--- src/design/mbs_pkg.sv ---
// Shared types, constants and codes for the mesh bounds and sphere block.
package mbs_pkg;

  localparam int COORD_BITS   = 24;
  localparam int MAX_VERTICES = 4096;
  localparam int ADDR_BITS    = $clog2(MAX_VERTICES);
  localparam int CNT_BITS     = ADDR_BITS + 1;
  localparam int RADIUS_BITS  = COORD_BITS + 1;
  localparam int SQ_BITS      = 2 * COORD_BITS;
  localparam int DIST_BITS    = 2 * RADIUS_BITS;
  localparam int SQRT_STEPS   = RADIUS_BITS;
  localparam int STEP_BITS    = $clog2(SQRT_STEPS);
  localparam int REM_BITS     = RADIUS_BITS + 3;

  typedef logic signed [COORD_BITS-1:0] coord_t;

  typedef struct packed {
    coord_t x;
    coord_t y;
    coord_t z;
  } vertex_t;

  typedef enum logic [1:0] {
    AX_X,
    AX_Y,
    AX_Z
  } axis_t;

  typedef enum logic [3:0] {
    S_IDLE,
    S_CENTER,
    S_READ,
    S_DIFF,
    S_MUL,
    S_ACC,
    S_CMP,
    S_ROOT_GO,
    S_ROOT
  } state_t;

  // Control word for the shared distance unit
  typedef struct packed {
    logic clr_best;
    logic clr_acc;
    logic diff_en;
    logic mul_en;
    logic acc_en;
    logic cmp_en;
  } dist_ctrl_t;

endpackage

--- src/design/mbs_dist.sv ---
// Shared squared-distance unit: one axis difference, one square, one add per step.
module mbs_dist (
  input  logic                        clk,
  input  mbs_pkg::vertex_t            vtx,
  input  mbs_pkg::vertex_t            center,
  input  mbs_pkg::axis_t              ax,
  input  mbs_pkg::dist_ctrl_t         ctrl,
  output logic [mbs_pkg::DIST_BITS-1:0] best
);
  import mbs_pkg::*;

  coord_t                  vsel;
  coord_t                  csel;
  logic signed [COORD_BITS:0] diff;
  logic [COORD_BITS-1:0]   absd_next;
  logic [COORD_BITS-1:0]   absd;
  logic [SQ_BITS-1:0]      sq;
  logic [DIST_BITS-1:0]    dacc;

  always_comb begin
    unique case (ax)
      AX_X: begin
        vsel = vtx.x;
        csel = center.x;
      end
      AX_Y: begin
        vsel = vtx.y;
        csel = center.y;
      end
      AX_Z: begin
        vsel = vtx.z;
        csel = center.z;
      end
      default: begin
        vsel = vtx.x;
        csel = center.x;
      end
    endcase
    diff = {vsel[COORD_BITS-1], vsel} - {csel[COORD_BITS-1], csel};
    // |diff| < 2^COORD_BITS since both operands are in coordinate range
    absd_next = diff[COORD_BITS] ? COORD_BITS'(-diff) : diff[COORD_BITS-1:0];
  end

  always_ff @(posedge clk) begin
    if (ctrl.diff_en) begin
      absd <= absd_next;
    end
    if (ctrl.mul_en) begin
      sq <= SQ_BITS'(absd) * SQ_BITS'(absd);
    end
    if (ctrl.clr_acc) begin
      dacc <= '0;
    end else if (ctrl.acc_en) begin
      dacc <= dacc + DIST_BITS'(sq);
    end
    if (ctrl.clr_best) begin
      best <= '0;
    end else if (ctrl.cmp_en && (dacc > best)) begin
      best <= dacc;
    end
  end

endmodule

--- config.mk ---
export PLATFORM = sky130hd
export DESIGN_NAME = mbs_dist
export DESIGN_NICKNAME = d
export VERILOG_FILES = /design/src/design/mbs_pkg.sv /design/src/design/mbs_dist.sv
export SDC_FILE = /design/constraint.sdc
export NUM_CORES = 2
export LEC_CHECK = 0
export ABC_AREA = 0
export BUFFER_PORTS_ARGS = -buffer_cell sky130_fd_sc_hd__buf_2
export CAP_MARGIN = 20
export CORE_UTILIZATION = 25
export DETAILED_ROUTE_END_ITERATION = 8
export GPL_TIMING_DRIVEN = 0
export PLACE_DENSITY = 0.43
export SYNTH_ARGS = -nofsm -noshare
export SYNTH_HDL_FRONTEND = slang
export SYNTH_SLANG_ARGS = --single-unit
--- constraint.sdc ---
create_clock -name clk -period 10 [get_ports clk]
set_clock_uncertainty 0.15 [all_clocks]
set_input_delay 1.5 -clock clk [delete_from_list [all_inputs] [get_ports clk]]
set_output_delay 1.5 -clock clk [all_outputs]
set_load 0.01 [all_outputs]
After elaboration in Yosys (flattened, before gate mapping). Cells that the tools add are included.

Add/sub/neg operators: 3. Multiply operators: 1. $lt $le $gt $ge: 1. Eq/ne operators: 2. Multiplexer cells: 3. Reduce and logical (&&, ||, !) cells: 1.

Operators with widths (number): 24-bit one-hot mux with 2 select lines (2); 50-bit by 48-bit adder with 50-bit output (1); 50-bit greater-than comparator (1); 24-bit by 24-bit multiplier with 48-bit output (1); 24-bit by 24-bit subtractor with 25-bit output (1); 24-bit 2-to-1 mux (1); 24-bit negator (1); 2-bit by 1-bit == test with 1-bit output (second input constant) (1); 2-bit == test (second input constant) (1); 1-bit logical AND (1).

Register bits: 172. Bits of input ports: 153.

Depth between registers and ports, before layout.
Depth in word-level cells: 5. Gate-level depth with buffers: 28. Depth with buffers taken out: 26.

Worst setup path before layout. OpenSTA, ideal clock, no wires.

Path type: reg2reg. Start point: reg absd[7]. End point: reg sq[46], data pin. Library setup time: 0.258 ns. Arrival: 7.056 ns. Data required time: 9.592 ns. Slack: 2.537 ns. Stages on the path, launching flop included: 26. Clock period less this slack: 7.463 ns. Cell sequence: edfxtp_1 -> clkbuf_1 -> clkbuf_1 -> nand2_1 -> fa_1 -> inv_1 -> fa_1 -> inv_1 -> fa_1 -> fa_1 -> inv_1 -> fa_1 -> fa_1 -> inv_1 -> fa_1 -> inv_1 -> ha_1 -> and2_1 -> and3_1 -> a22oi_1 -> a31oi_1 -> o31a_1 -> a221o_1 -> a311o_1 -> a21oi_1 -> xnor2_1.

Word-level cells in the longest chain between the ends: 1.

Ends and longest elaborated chain: start, declared (RTL line mbs_dist.sv:16) `logic [COORD_BITS-1:0] absd;`; start signal, assigned (RTL line mbs_dist.sv:46) `absd <= absd_next;`; 24-bit by 24-bit multiplier with 48-bit output (RTL line mbs_dist.sv:49) `sq <= SQ_BITS'(absd) * SQ_BITS'(absd);`; end signal, assigned (RTL line mbs_dist.sv:49); end, declared (RTL line mbs_dist.sv:17) `logic [SQ_BITS-1:0] sq;`.

No other way between the ends. A chain may end at the register's enable or synchronous reset.

Worst setup path in the final report.
Start point: reg absd[7]. End point: reg sq[44], data pin.

Same word-level chain as after synthesis.

==> metrics <==
outcome=completed; Overflow after GRT=0; Iter 0 DRT Violations=951; max-cap viol count=0; hold_buf cts=0; Antenna Nets Post-Route=0; nets=between 4k and 5k; row cnt=about 130; critical path type=reg2reg; first-pass GRT wire length=137000 µm; Slew headroom=32.9%; first-pass detailed-route iteration total=5; most common cell after layout, fill and taps aside=inv_1; Routed wire per std cell=between 15 and 20 µm; die area=around 120000 µm²; most frequent cells in the layout=657 x inv_1, 424 x fa_1, 303 x ha_1; clk root buf=clkbuf_16; die width=roughly 340 µm; slowest stage delay, CP=slightly below 0.8 ns; HPWL Detailed=~73000 µm; total negative slack=0 ns; cell taking the most area after synthesis=fa_1; fraction of layout cells with a size suffix above 1=under 10%; H-tree levels=4; vias in the first global route=between 20k and 25k; CTS tree=yes; Layout area overhead=11.9%; number of synthesized flops with an enable pin=71; final worst-path cycle share=94.5%; Clock Latency Late Sink=0.49 ns; Residual DRC=0; Critical Path RT=between 10 and 15 ns; final setup vio count=0; Final Wtd Congestion=0.866; I/O Pins=roughly 200; Crit-path slowest cell=clkbuf_1; Die H=around 340 µm; most used cell, CP=fa_1; critical path peak fanout=10; Total Routing Usage GR=15.0%; Core Area=116000 µm²; FFs w/ async S/R, synth=0%; routed via count=around 22k; post_cts resized=0; minimum clock period=between 9 and 10 ns; largest cells by area after synthesis=fa_1 29%, ha_1 13%, inv_1 8.4%, edfxtp_1 7.3%, dfxtp_1 6.8%; Cell variety after synth=between 80 and 90; pin count of the biggest net entering global routing=48; Syn. warnings=0; setup bufs post-CTS=0; IO Port Bufs=200; TritonCTS Sinks=around 170; Max Slew Vio Count=0; Critical Path Sink Type=flip-flop; hold crit path type=reg2reg; CTS Buffer Depth=2; CTS clk-pin slew, worst paths=~0.080 ns; Mapped Area=roughly 29000 µm²; Synth Instances=between 3k and 4k; antenna violations before repair=0; Mean Syn Cell Area=8.86 µm²; Fillers=around 13k; Hold Fails Final Rpt=0; Starting Density=between 20% and 30%; fmax=~0.11 GHz; area share of the largest cell type after synthesis=29.0%; Synth Net Count=between 4k and 5k; Primary FF master, synth=dfxtp_1; drt via density=between 4 and 5; Seq/Total Area, Yosys=~14%; #FFs+latches synth=about 170; Num CTS Buffers=17; Worst-Margin Slew=1.01 ns; Antenna diodes=0; total wire length=between 80000 and 90000 µm; unrepaired setup endpoints after global routing=no; crit path DAT=approximately 9.5 ns; Critical Path Source Type=flip-flop
## per-layer routing
layer,vias to the layer above,global-route usage (%),wire [µm]
met1,10700,20.1,41600
met3,56,1.41,2630
met2,450,25.9,41100
li1,11100,-,-
met5,-,0,0
met4,0,3.12,1270
## final timing paths
path	startpoint	end	slack, ns	depth (start not counted)
worst max-delay path	absd[7]	sq[44]	0.55	25
worst min-delay path	best[7]	best[7]	0.34	2
worst max register to register	absd[7]	sq[44]	0.55	25
worst min register to register	best[7]	best[7]	0.34	2
## cells by family (layout without fill, tap and decap cells)
logic type,Yosys count,count (layout),share of synthesized area [%]
and+or+nand+nor,853,853,14.7
buffers and inverters,791,1023,10.2
adders and majority gates,727,727,41.9
AOI/OAI and AO/OA,562,562,12.6
DFF,171,171,14.1
xor gates and xnor gates,124,124,3.76
muxes,79,79,2.72
## through the flow
stage / instance area [µm²] / worst slack, ns / util, % / hold slack (ns) / std cells
after global routing: 32800 / 0.185 / 28.2 / 0.361 / 5063
after global placement: 32200 / 0.433 / 27.7 / 0.324 / 5031
final: 32800 / 0.551 / 28.2 / 0.339 / 5063
after CTS: 32800 / 0.402 / 28.2 / 0.343 / 5062
after floorplan: 29300 / 2.54 / - / 0.321 / 3307
after detailed placement: 32200 / 0.434 / 27.7 / 0.331 / 5031
## worst max-delay path: cells and delay by family, from the launching register on
family / cells / cell delay (ns)
compound gates: 4 / 1.61
buf+inv: 7 / 1.69
simple gates: 5 / 1.00
xor+xnor: 1 / 0.13
flops: 1 / 0.58
fa+ha+maj: 8 / 4.00
## sequential cells by signal (all words and copies together), names as in the netlist
signal	flops
dacc	50
absd	24
best	50
sq	47
## area by class of cell
cell class              instances  area [µm²]  share of cell area [%]
flip-flops and latches        171        4130                    12.6
well taps                    1524        1910                    5.82
clock buffers                  17         425                    1.30
clock inverters                14         145                   0.443
repair buffers                201        1010                    3.08
plain buffers                 133         522                    1.59
inverters                     658        2470                    7.53
multi-input cells            2345       22200                    67.6
## synthesized netlist by cell type (72+ instances only)
master      n
clkbuf_1  123
inv_1     657
ha_1      303
a21oi_1   166
nand2b_1  109
nand2_1   254
xnor2_1    72
dfxtp_1   100
o21ai_0    88
mux2i_1    75
fa_1      424
and2_1    126
a21o_1     95
nor2_1    173
Power is left out: the tool's default activity adds up to more than one toggle a clock period on the data nets, which glitch-free logic cannot reach.
