**config.mk**
```make
export PLATFORM = sky130hd
export DESIGN_NAME = mbs_isqrt
export DESIGN_NICKNAME = d
export VERILOG_FILES = /design/src/design/mbs_pkg.sv /design/src/design/mbs_isqrt.sv
export SDC_FILE = /design/constraint.sdc
export NUM_CORES = 1
export LEC_CHECK = 0
export ABC_AREA = 1
export BUFFER_PORTS_ARGS = -buffer_cell sky130_fd_sc_hd__buf_2
export CORE_MARGIN = 2
export CORE_UTILIZATION = 41
export CTS_CLUSTER_DIAMETER = 60
export CTS_CLUSTER_SIZE = 14
export DETAILED_ROUTE_END_ITERATION = 6
export PLACE_DENSITY = 0.65
export SYNTH_ARGS = -nofsm -noshare
export SYNTH_HDL_FRONTEND = slang
export SYNTH_SLANG_ARGS = --single-unit
```
**constraint.sdc**
```tcl
create_clock -name clk -period 4.9 [get_ports clk]
set_input_delay 0.245 -clock clk [delete_from_list [all_inputs] [get_ports clk]]
set_output_delay 0.245 -clock clk [all_outputs]
set_load 0.01 [all_outputs]
```
**src/design/mbs_pkg.sv**
```systemverilog
// Shared types, constants and codes for the mesh bounds and sphere block.
package mbs_pkg;

  localparam int COORD_BITS   = 24;
  localparam int MAX_VERTICES = 4096;
  localparam int ADDR_BITS    = $clog2(MAX_VERTICES);
  localparam int CNT_BITS     = ADDR_BITS + 1;
  localparam int RADIUS_BITS  = COORD_BITS + 1;
  localparam int SQ_BITS      = 2 * COORD_BITS;
  localparam int DIST_BITS    = 2 * RADIUS_BITS;
  localparam int SQRT_STEPS   = RADIUS_BITS;
  localparam int STEP_BITS    = $clog2(SQRT_STEPS);
  localparam int REM_BITS     = RADIUS_BITS + 3;

  typedef logic signed [COORD_BITS-1:0] coord_t;

  typedef struct packed {
    coord_t x;
    coord_t y;
    coord_t z;
  } vertex_t;

  typedef enum logic [1:0] {
    AX_X,
    AX_Y,
    AX_Z
  } axis_t;

  typedef enum logic [3:0] {
    S_IDLE,
    S_CENTER,
    S_READ,
    S_DIFF,
    S_MUL,
    S_ACC,
    S_CMP,
    S_ROOT_GO,
    S_ROOT
  } state_t;

  // Control word for the shared distance unit
  typedef struct packed {
    logic clr_best;
    logic clr_acc;
    logic diff_en;
    logic mul_en;
    logic acc_en;
    logic cmp_en;
  } dist_ctrl_t;

endpackage

```
**src/design/mbs_isqrt.sv**
```systemverilog
// Iterative floor square root, two radicand bits per cycle.
module mbs_isqrt (
  input  logic                          clk,
  input  logic                          rst,
  input  logic                          start,
  input  logic [mbs_pkg::DIST_BITS-1:0] radicand,
  output logic                          done,
  output logic [mbs_pkg::RADIUS_BITS-1:0] root
);
  import mbs_pkg::*;

  logic                   running;
  logic [STEP_BITS-1:0]   step;
  logic [DIST_BITS-1:0]   nsh;
  logic [REM_BITS-1:0]    rem;
  logic [REM_BITS-1:0]    rem_sh;
  logic [REM_BITS-1:0]    trial;
  logic                   fits;

  always_comb begin
    rem_sh = {rem[REM_BITS-3:0], nsh[DIST_BITS-1 -: 2]};
    trial  = {1'b0, root, 2'b01};
    fits   = (rem_sh >= trial);
  end

  always_ff @(posedge clk) begin
    if (rst) begin
      running <= 1'b0;
      done    <= 1'b0;
    end else begin
      done <= 1'b0;
      if (start) begin
        running <= 1'b1;
      end else if (running && (step == STEP_BITS'(SQRT_STEPS - 1))) begin
        running <= 1'b0;
        done    <= 1'b1;
      end
    end
  end

  always_ff @(posedge clk) begin
    if (start) begin
      nsh  <= radicand;
      rem  <= '0;
      root <= '0;
      step <= '0;
    end else if (running) begin
      nsh  <= {nsh[DIST_BITS-3:0], 2'b00};
      step <= step + 1'b1;
      if (fits) begin
        rem  <= rem_sh - trial;
        root <= {root[RADIUS_BITS-2:0], 1'b1};
      end else begin
        rem  <= rem_sh;
        root <= {root[RADIUS_BITS-2:0], 1'b0};
      end
    end
  end

endmodule

```
-- After elaboration in Yosys (flattened, before gate mapping)
Index checks and enable logic that the tools add are counted.
- register bits: 108
- bits in latches: 0
- RAM bits: 0
- ROM bits: 0
- input bits: 53
- output and inout port bits: 26
- logic and storage cells: 21
- memories kept: 0
- $add $sub $neg: 2
- multipliers: 0
- divide/modulo/power cells: 0
- order comparisons: 1
- equality and inequality tests: 1
- shift operators: 0
- muxes and demuxes: 7
- bitwise operators: 0
- reduce and logical (&&, ||, !) cells: 4
- operator list (kind ; number):
    two-way mux 50 bit ; 2
    >= comparator 28 x 27 -> 1 bit ; 1
    two-way mux 26 bit ; 1
    subtractor 26 bit ; 1
    adder 5 x 1 -> 5 bit (second input constant) ; 1
    == test 5 bit (second input constant) ; 1
    two-way mux 1 bit ; 4
    nonzero test 2 bit ; 2
    OR reduction 2 bit ; 1
    logical AND 1 bit ; 1

-- Logic depth before layout (Yosys ltp)
Gate-level depths: netlist (run 1).
- depth after elaboration: 4
- mapped depth: 16
- gate-level depth less buffers: 16

-- Worst setup path before layout (run 1)
Ideal clock, no wire load.
- kind: input port to flip-flop
- from: input start
- to: register nsh[0] (enable)
- setup time: 0.434 ns
- arrival: 2.358 ns
- data required time: 4.466 ns
- slack: 2.108 ns
- cell stages on the path: 4
- path buffers: 2
- path through: clkbuf_1 nor2_2 clkinv_1 buf_1
- word-level cells in the longest chain between the ends: 1
- ends and longest elaborated chain (item ; RTL line ; RTL):
    start, declared ; mbs_isqrt.sv:5 ; input logic start,
    nonzero test 2 bit (no line) ; n/a ;
    end signal, assigned ; mbs_isqrt.sv:43 ; nsh <= radicand;
    end signal, assigned ; mbs_isqrt.sv:48 ; nsh <= {nsh[DIST_BITS-3:0], 2'b00};
    end, declared ; mbs_isqrt.sv:14 ; logic [DIST_BITS-1:0] nsh;
No other way between the ends.
A chain may end at the register's enable or synchronous reset.

-- Final worst setup path (run 1)
- from: register root[18] (netlist bit)
- to: register rem[21]
- word-level cells in the longest chain between the ends: 2
- elaborated cells on any way between the ends: 3
- classes of those cells: add/sub: 1; order compare: 1; mux: 1
- ends and longest elaborated chain (item ; RTL line ; RTL):
    start, declared ; mbs_isqrt.sv:8 ; output logic [mbs_pkg::RADIUS_BITS-1:0] root
    start signal, assigned ; mbs_isqrt.sv:52 ; root <= {root[RADIUS_BITS-2:0], 1'b1};
    start signal, assigned ; mbs_isqrt.sv:55 ; root <= {root[RADIUS_BITS-2:0], 1'b0};
    subtractor 26 bit or >= comparator 28 x 27 -> 1 bit (tied branches) ; mbs_isqrt.sv:51, mbs_isqrt.sv:23 ;
    two-way mux 26 bit (*) ; mbs_isqrt.sv:50 ; if (fits) begin
    end signal, assigned ; mbs_isqrt.sv:51 ; rem <= rem_sh - trial;
    end signal, assigned ; mbs_isqrt.sv:54 ; rem <= rem_sh;
    end, declared ; mbs_isqrt.sv:15 ; logic [REM_BITS-1:0] rem;
Every way passes the cells marked *; elsewhere a longest branch is shown, timed or not.

==> results of run 1 <==
power groups by stage:
stage	clock [W]	sequential (W)	combinational, W
3_5_place_dp	0	0.00116	0.00276
6_report	0.000688	0.00114	0.00282
5_1_grt	0.000749	0.00115	0.00319
2_1_floorplan	0	0.00114	0.00221
3_3_place_gp	0	0.00116	0.00276
4_1_cts	0.000716	0.00114	0.00278
through the flow:
step	instances	power [W]	setup WS (ns)
3_3_place_gp	1207	0.00391	2.08
4_1_cts	1222	0.00463	2.00
5_1_grt	1222	0.00509	1.73
2_1_floorplan	941	0.00335	2.11
3_5_place_dp	1207	0.00392	2.04
6_report	1222	0.00465	1.96
kinds of logic after synthesis:
logic type      after synthesis  share of synthesized area [%]
flops                       108                           41.2
xor+xnor                     10                           1.36
simple gates                567                           36.5
buf+inv                     177                           10.6
compound gates               50                           4.69
fa+ha+maj                    29                           5.62
flip-flops by register name (all words and copies together) (netlist names):
name / count
nsh: 50
rem: 26
done: 1
root: 25
running: 1
step: 5
metal layers:
layer	part of all wire [%]	routed length, um	track usage [%]	up-vias
met4	1.4	216	4.49	0
met2	45	7000	30.9	154
li1	-	-	-	3070
met3	6.4	1000	4.75	12
met5	0	0	0	-
met1	48	7470	27.2	2584
layout make-up:
cell class | count | area [sq um] | area share (%)
well taps | 211 | 264 | 3.62
clock buffers | 9 | 225 | 3.08
flip-flops and latches | 108 | 2660 | 36.5
clock inverters | 6 | 47.5 | 0.651
multi-input cells | 656 | 3120 | 42.7
inverters | 149 | 559 | 7.66
repair buffers | 83 | 428 | 5.86
worst max path at each step:
stage	from	to	slack (ns)	depth (start not counted)
after floorplan	start	nsh[0]	2.11	4
after global placement	root[15]	rem[22]	2.08	12
after detailed placement	root[15]	rem[21]	2.04	12
after CTS	root[15]	rem[21]	2.00	12
after global routing	root[15]	rem[19]	1.73	12
final	root[18]	rem[21]	1.96	12
worst max-delay path, cell delays in order (launching register included):
cell and delay [ns]:
dfxtp_1 0.33, inv_1 0.06, ha_1 0.41, nand2_2 0.11
nor2_2 0.17, nand2_1 0.10, inv_1 0.11, nand4_2 0.62
nand3_4 0.62, nand2_2 0.16, nand2_1 0.09, nand2_1 0.05
nand2_1 0.05
cell usage in the layout (no fill, tap or decap), types with 5 or more instances in the layout:
cell type,count
a21oi_1,14
buf_2,78
buf_4,5
clkbuf_16,9
dfxtp_1,58
edfxtp_1,50
ha_1,29
inv_1,142
nand2_1,432
nand3_1,44
nand4_1,31
nor2_1,38
o21ai_0,6
o22ai_1,24
xnor2_1,5
xor2_1,5
==> summary.md, run 1 <==
| Metric | Value |
|---|---|
| Switching Power | 0.00232 W |
| Worst-Skew Late Latency | 0.35 ns |
| Most used flip-flop cell after synthesis | dfxtp_1 |
| Setup Fix Bufs, Post-CTS | 0 |
| Worst IR Drop VDD | 0.312 mV |
| Sequential area share after synthesis | 41.2% |
| Switching Fraction | 49.9% |
| Hold WS | around 0.068 ns |
| Async set-reset flop share out of synthesis | 0% |
| DRT antenna net count | 0 |
| Gr usage total | 19.6% |
| Synthesized cell area | around 0.0065 sq mm |
| 1st-iter DRT viols | just over 400 |
| IO Pins | around 80 |
| Fin util | 47.7% |
| Total die area | 0.0168 sq mm |
| Yosys warns | 0 |
| Flop-to-flop setup slack | 1.96 ns |
| Post-cts resize count | 0 |
| Hold Crit Endpoint | done |
| Critical path capture point type | register |
| Hpwl dp | 11400 um |
| PD cells | 636 mW/mm^2 |
| Diodes inserted | 0 |
| Critical Path AT | 3.24 ns |
| Drt first pass iters | 5 |
| Leakage power | 3.91 nW |
| Area grow syn2layout | 13.1% |
| RR Endpoint | rem[21] |
| Worst-path maximum fanout | 27 |
| Vias in the first global route | 5423 |
| Seq pwr share | 24.5% |
| Max Fclk | between 300 and 400 MHz |
| Routed via count | slightly below 6000 |
| Clock transition at the registers of the reported paths | 0.07 ns |
| Ranking of synthesized cells by area | nand2_1 25%, edfxtp_1 23%, dfxtp_1 18% |
| Critical path class | register to register |
| Post-synth cell types | 37 |
| Share of cells above drive strength 1 | between 10 and 15% |
| Area leader, netlist | nand2_1 |
| DIE HEIGHT | 130 um |
| Core Area | 0.0153 sq mm |
| Fin. max-slew vios | 0 |
| Final Skew | roughly 0.0053 ns |
| Post-synthesis instance total | 941 |
| Count leader, synth | nand2_1 |
| CTS max path bufs | 2 |
| # H-tree levels | 3 |
| Final setup vio count | 0 |
| Top cell type's share of synthesized area | 25.1% |
| Pin count of the biggest net entering global routing | 77 |
| Total congestion overflow | 0 |
| Syn Area/Cell | 6.86 sq um |
| Comb power frac | approximately three fifths |
| Initial core utilization | approximately 42% |
| Post-DP Area | 0.00703 sq mm |
| CP Data Required Time | 5.20 ns |
| Most frequent cells after synthesis | 432 x nand2_1, 142 x inv_1, 58 x dfxtp_1 |
| Port Buffer Count | 78 |
| Residual DRC | 0 |
| CTS Hold Bufs | 0 |
| Fin area | ~0.0073 sq mm |
| Wirelength per Cell | around 13 um |
| RSZ-0062 raised after global routing | no |
| Initial antenna violation count | 0 |
| Least-Margin Pin Slew | 0.940 ns |
| Clock Sinks | approximately 110 |
| Total CTS buffers | 9 |
| Worst flop-to-flop path startpoint | root[18] |
| Routability-driven placement congestion ratio | 0.971 |
| Net Count, Synth | 1023 |
| First-pass GRT wire length | 26100 um |
| R2R depth | 12 |
| Number of flops mapped to enable cells by yosys | 50 |
| Min-delay src | rst |
| Setup TNS | 0 ns |
| FP Rows | between 40 and 50 |
| Max cap viols | 0 |
| Fin. Hold Viols | 0 |
| P_int | 0.00233 W |
| Clock power frac | 14.8% |
| CTS tree | built |
| Total Nets Final | 1089 |
| Tmin final | 2.94 ns |
| Worst hold stages | 2 |
| Slew Limit Headroom | between 30 and 40% |
| Die Span X | 130 um |
| Register bit total from synthesis | 108 |
| Vias/cell | 4.76 |
| Fillers | approximately 1600 |
| Status | finished, final reports clean |
| Final wirelength | around 16000 um |
| Crit path launch type | register |
| Hold crit path type | input port to register |
| Root buffer cell | clkbuf_16 |
| Fin crit share | roughly three fifths |
Note: power is estimated with default switching activity, not from simulation.
==> run 2: changes to the inputs <==
Settings changed: PLACE_DENSITY 0.65 to 0.67.
Clock period 4.9 ns to 2.7 ns, I/O delays scaled along.
==> summary.md, run 2 (synthesis gave the netlist of run 1 again) <==
| Metric | Value |
|---|---|
| Max cap viols | 0 |
| Multi-input logic area | 0.00312 sq mm |
| Most flop-heavy register | nsh |
| FP Rows | 45 |
| CP Data Required Time | 2.96 ns |
| Diodes inserted | 0 |
| Total Nets Final | 1094 |
| Max Fclk | 440 MHz |
| DRT antenna net count | 0 |
| Final Skew | 0.00415 ns |
| Crit path max-delay family | simple AND/OR/NAND/NOR gates |
| Fin crit share | 84.3% |
| IO Pins | 79 |
| Status | finished, final reports clean |
| Leakage power | 3.94 nW |
| CP max-delay cell | ha_1 |
| Wirelength per Cell | roughly 13 um |
| Critical path class | register to register |
| Die Span X | around 130 um |
| Max FFs per register | 50 |
| Least-Margin Pin Slew | around 0.5 ns |
| Port Buffer Count | 78 |
| DIE HEIGHT | 130 um |
| Vias in the first global route | 5627 |
| Share of cells above drive strength 1 | about an eighth |
| Core Area | 0.0153 sq mm |
| First-pass GRT wire length | roughly 28000 um |
| Worst-path maximum fanout | 27 |
| Tmin final | 2.28 ns |
| Fin. Hold Viols | 0 |
| CTS max path bufs | 2 |
| Critical Path AT | 2.53 ns |
| Worst path bufs/invs | 1 |
| Setup TNS | 0 ns |
| Initial core utilization | 42.2% |
| Routed via count | 5870 |
| Drt first pass iters | 5 |
| Pin count of the biggest net entering global routing | 59 |
| Placed Cells | 1211 |
| Hpwl dp | 12000 um |
| Gr usage total | 20.7% |
| Residual DRC | 0 |
| Hold crit path type | input port to register |
| Clock Sinks | 108 |
| Crit-path most repeated cell | nand2_1 |
| RSZ-0062 raised after global routing | no |
| Fillers | 1584 |
| Total die area | 0.0168 sq mm |
| CTS tree | built |
| Worst-Skew Late Latency | about 0.36 ns |
| Total CTS buffers | 9 |
| Routability-driven placement congestion ratio | slightly below 0.9 |
| Initial antenna violation count | 0 |
| 1st-iter DRT viols | 368 |
| Root buffer cell | clkbuf_16 |
| Fin. max-slew vios | 0 |
| Critical path capture point type | register |
| Post-Place Setup Slack | approximately 0.43 ns |
| Most common cell after layout, fill and taps aside | nand2_1 |
| Most frequent cells in the layout | 432 x nand2_1, 142 x inv_1, 78 x buf_2, 58 x dfxtp_1, 50 x edfxtp_1 |
| # H-tree levels | 3 |
| Crit path launch type | register |
| Area grow syn2layout | 14.0% |
| PD cells | around 1200 mW/mm^2 |
| Total congestion overflow | 0 |
| Finished Layout Cells | 1228 |
| Final wirelength | 16400 um |
| Biggest regs | nsh: 50 flops, rem: 26 flops, root: 25 flops |
| CP max stage delay | between 0.3 and 0.4 ns |
| Vias/cell | 4.78 |
| Worst IR Drop VDD | 0.685 mV |
| Clock transition at the registers of the reported paths | roughly 0.080 ns |
| Register area | roughly 0.0027 sq mm |
| Final setup vio count | 0 |
| Crit-path cells | inv_1 > ha_1 > nand2_1 > nand2_1 > and2_1 > nand2_1 > nand3_2 > nand2_4 > nand3_4 > nand2_2 > nand2_1 > nand2_1 > nand2_1 |
| Slew Limit Headroom | roughly 66% |
| Worst Slack Setup Final | roughly 0.42 ns |
| Total Power | approximately 0.0086 W |
[run 2: cell types whose count changed in the layout (fill, tap and decap cells not counted)]
cell	previous run	this run
buf_4	5	8
buf_12	0	1
dlygate4sd3_1	0	1
inv_8	1	2
[run 2: final cells by class]
cell class | instances | share of cell area (%)
multi-input combinational | 656 | 42.3
sequential | 108 | 36.1
inverter | 149 | 7.59
timing repair buffer | 88 | 6.52
tap | 211 | 3.58
clock buffer | 9 | 3.06
clock inverter | 7 | 0.798
[run 2: tightest hold or removal path, cell delays in order]
cell	delay, ns
buf_2	0.07
nand2_1	0.04
inv_1	0.04
[run 2: stage by stage]
stage / hold slack, ns / area [sq um] / utilization (%)
after floorplan: 0.214 / 6460 / -
after global placement: 0.328 / 7070 / 46.2
after detailed placement: 0.326 / 7070 / 46.2
after CTS: 0.0181 / 7370 / 48.1
after global routing: 0.0333 / 7370 / 48.1
final: 0.0265 / 7370 / 48.1
[run 2: final timing paths]
path	start	to	slack, ns	depth (start not counted)
hold / removal	radicand[1]	nsh[1]	0.03	3
hold reg to reg	step[4]	step[4]	0.47	1
setup reg to reg	root[0]	rem[21]	0.42	13
setup / recovery	root[0]	rem[21]	0.42	13
[run 2: layer usage]
layer | GRT usage [%] | part of all wire (%) | wire (um) | vias to the layer above
met3 | 4.05 | 6.0 | 991 | 21
li1 | - | - | - | 3088
met1 | 28.2 | 47 | 7670 | 2611
met4 | 6.51 | 2.0 | 321 | 0
met5 | 0 | 0 | 0 | -
met2 | 33.4 | 45 | 7450 | 150
[run 2: what timing repair did]
| action | CTS | global route |
|---|---|---|
| hold buffers | 1 | 0 |
| hold endpoints to repair | 1 | 0 |
| setup buffers | 0 | 0 |
| gates resized for setup | 0 | 0 |
[run 2: power breakdown]
part	switching [W]	leakage [nW]	internal, W
clock network	0.000662	0.134	0.000642
registers	0.000131	0.985	0.00194
logic	0.00352	2.82	0.00169
total	0.00431	3.94	0.00427
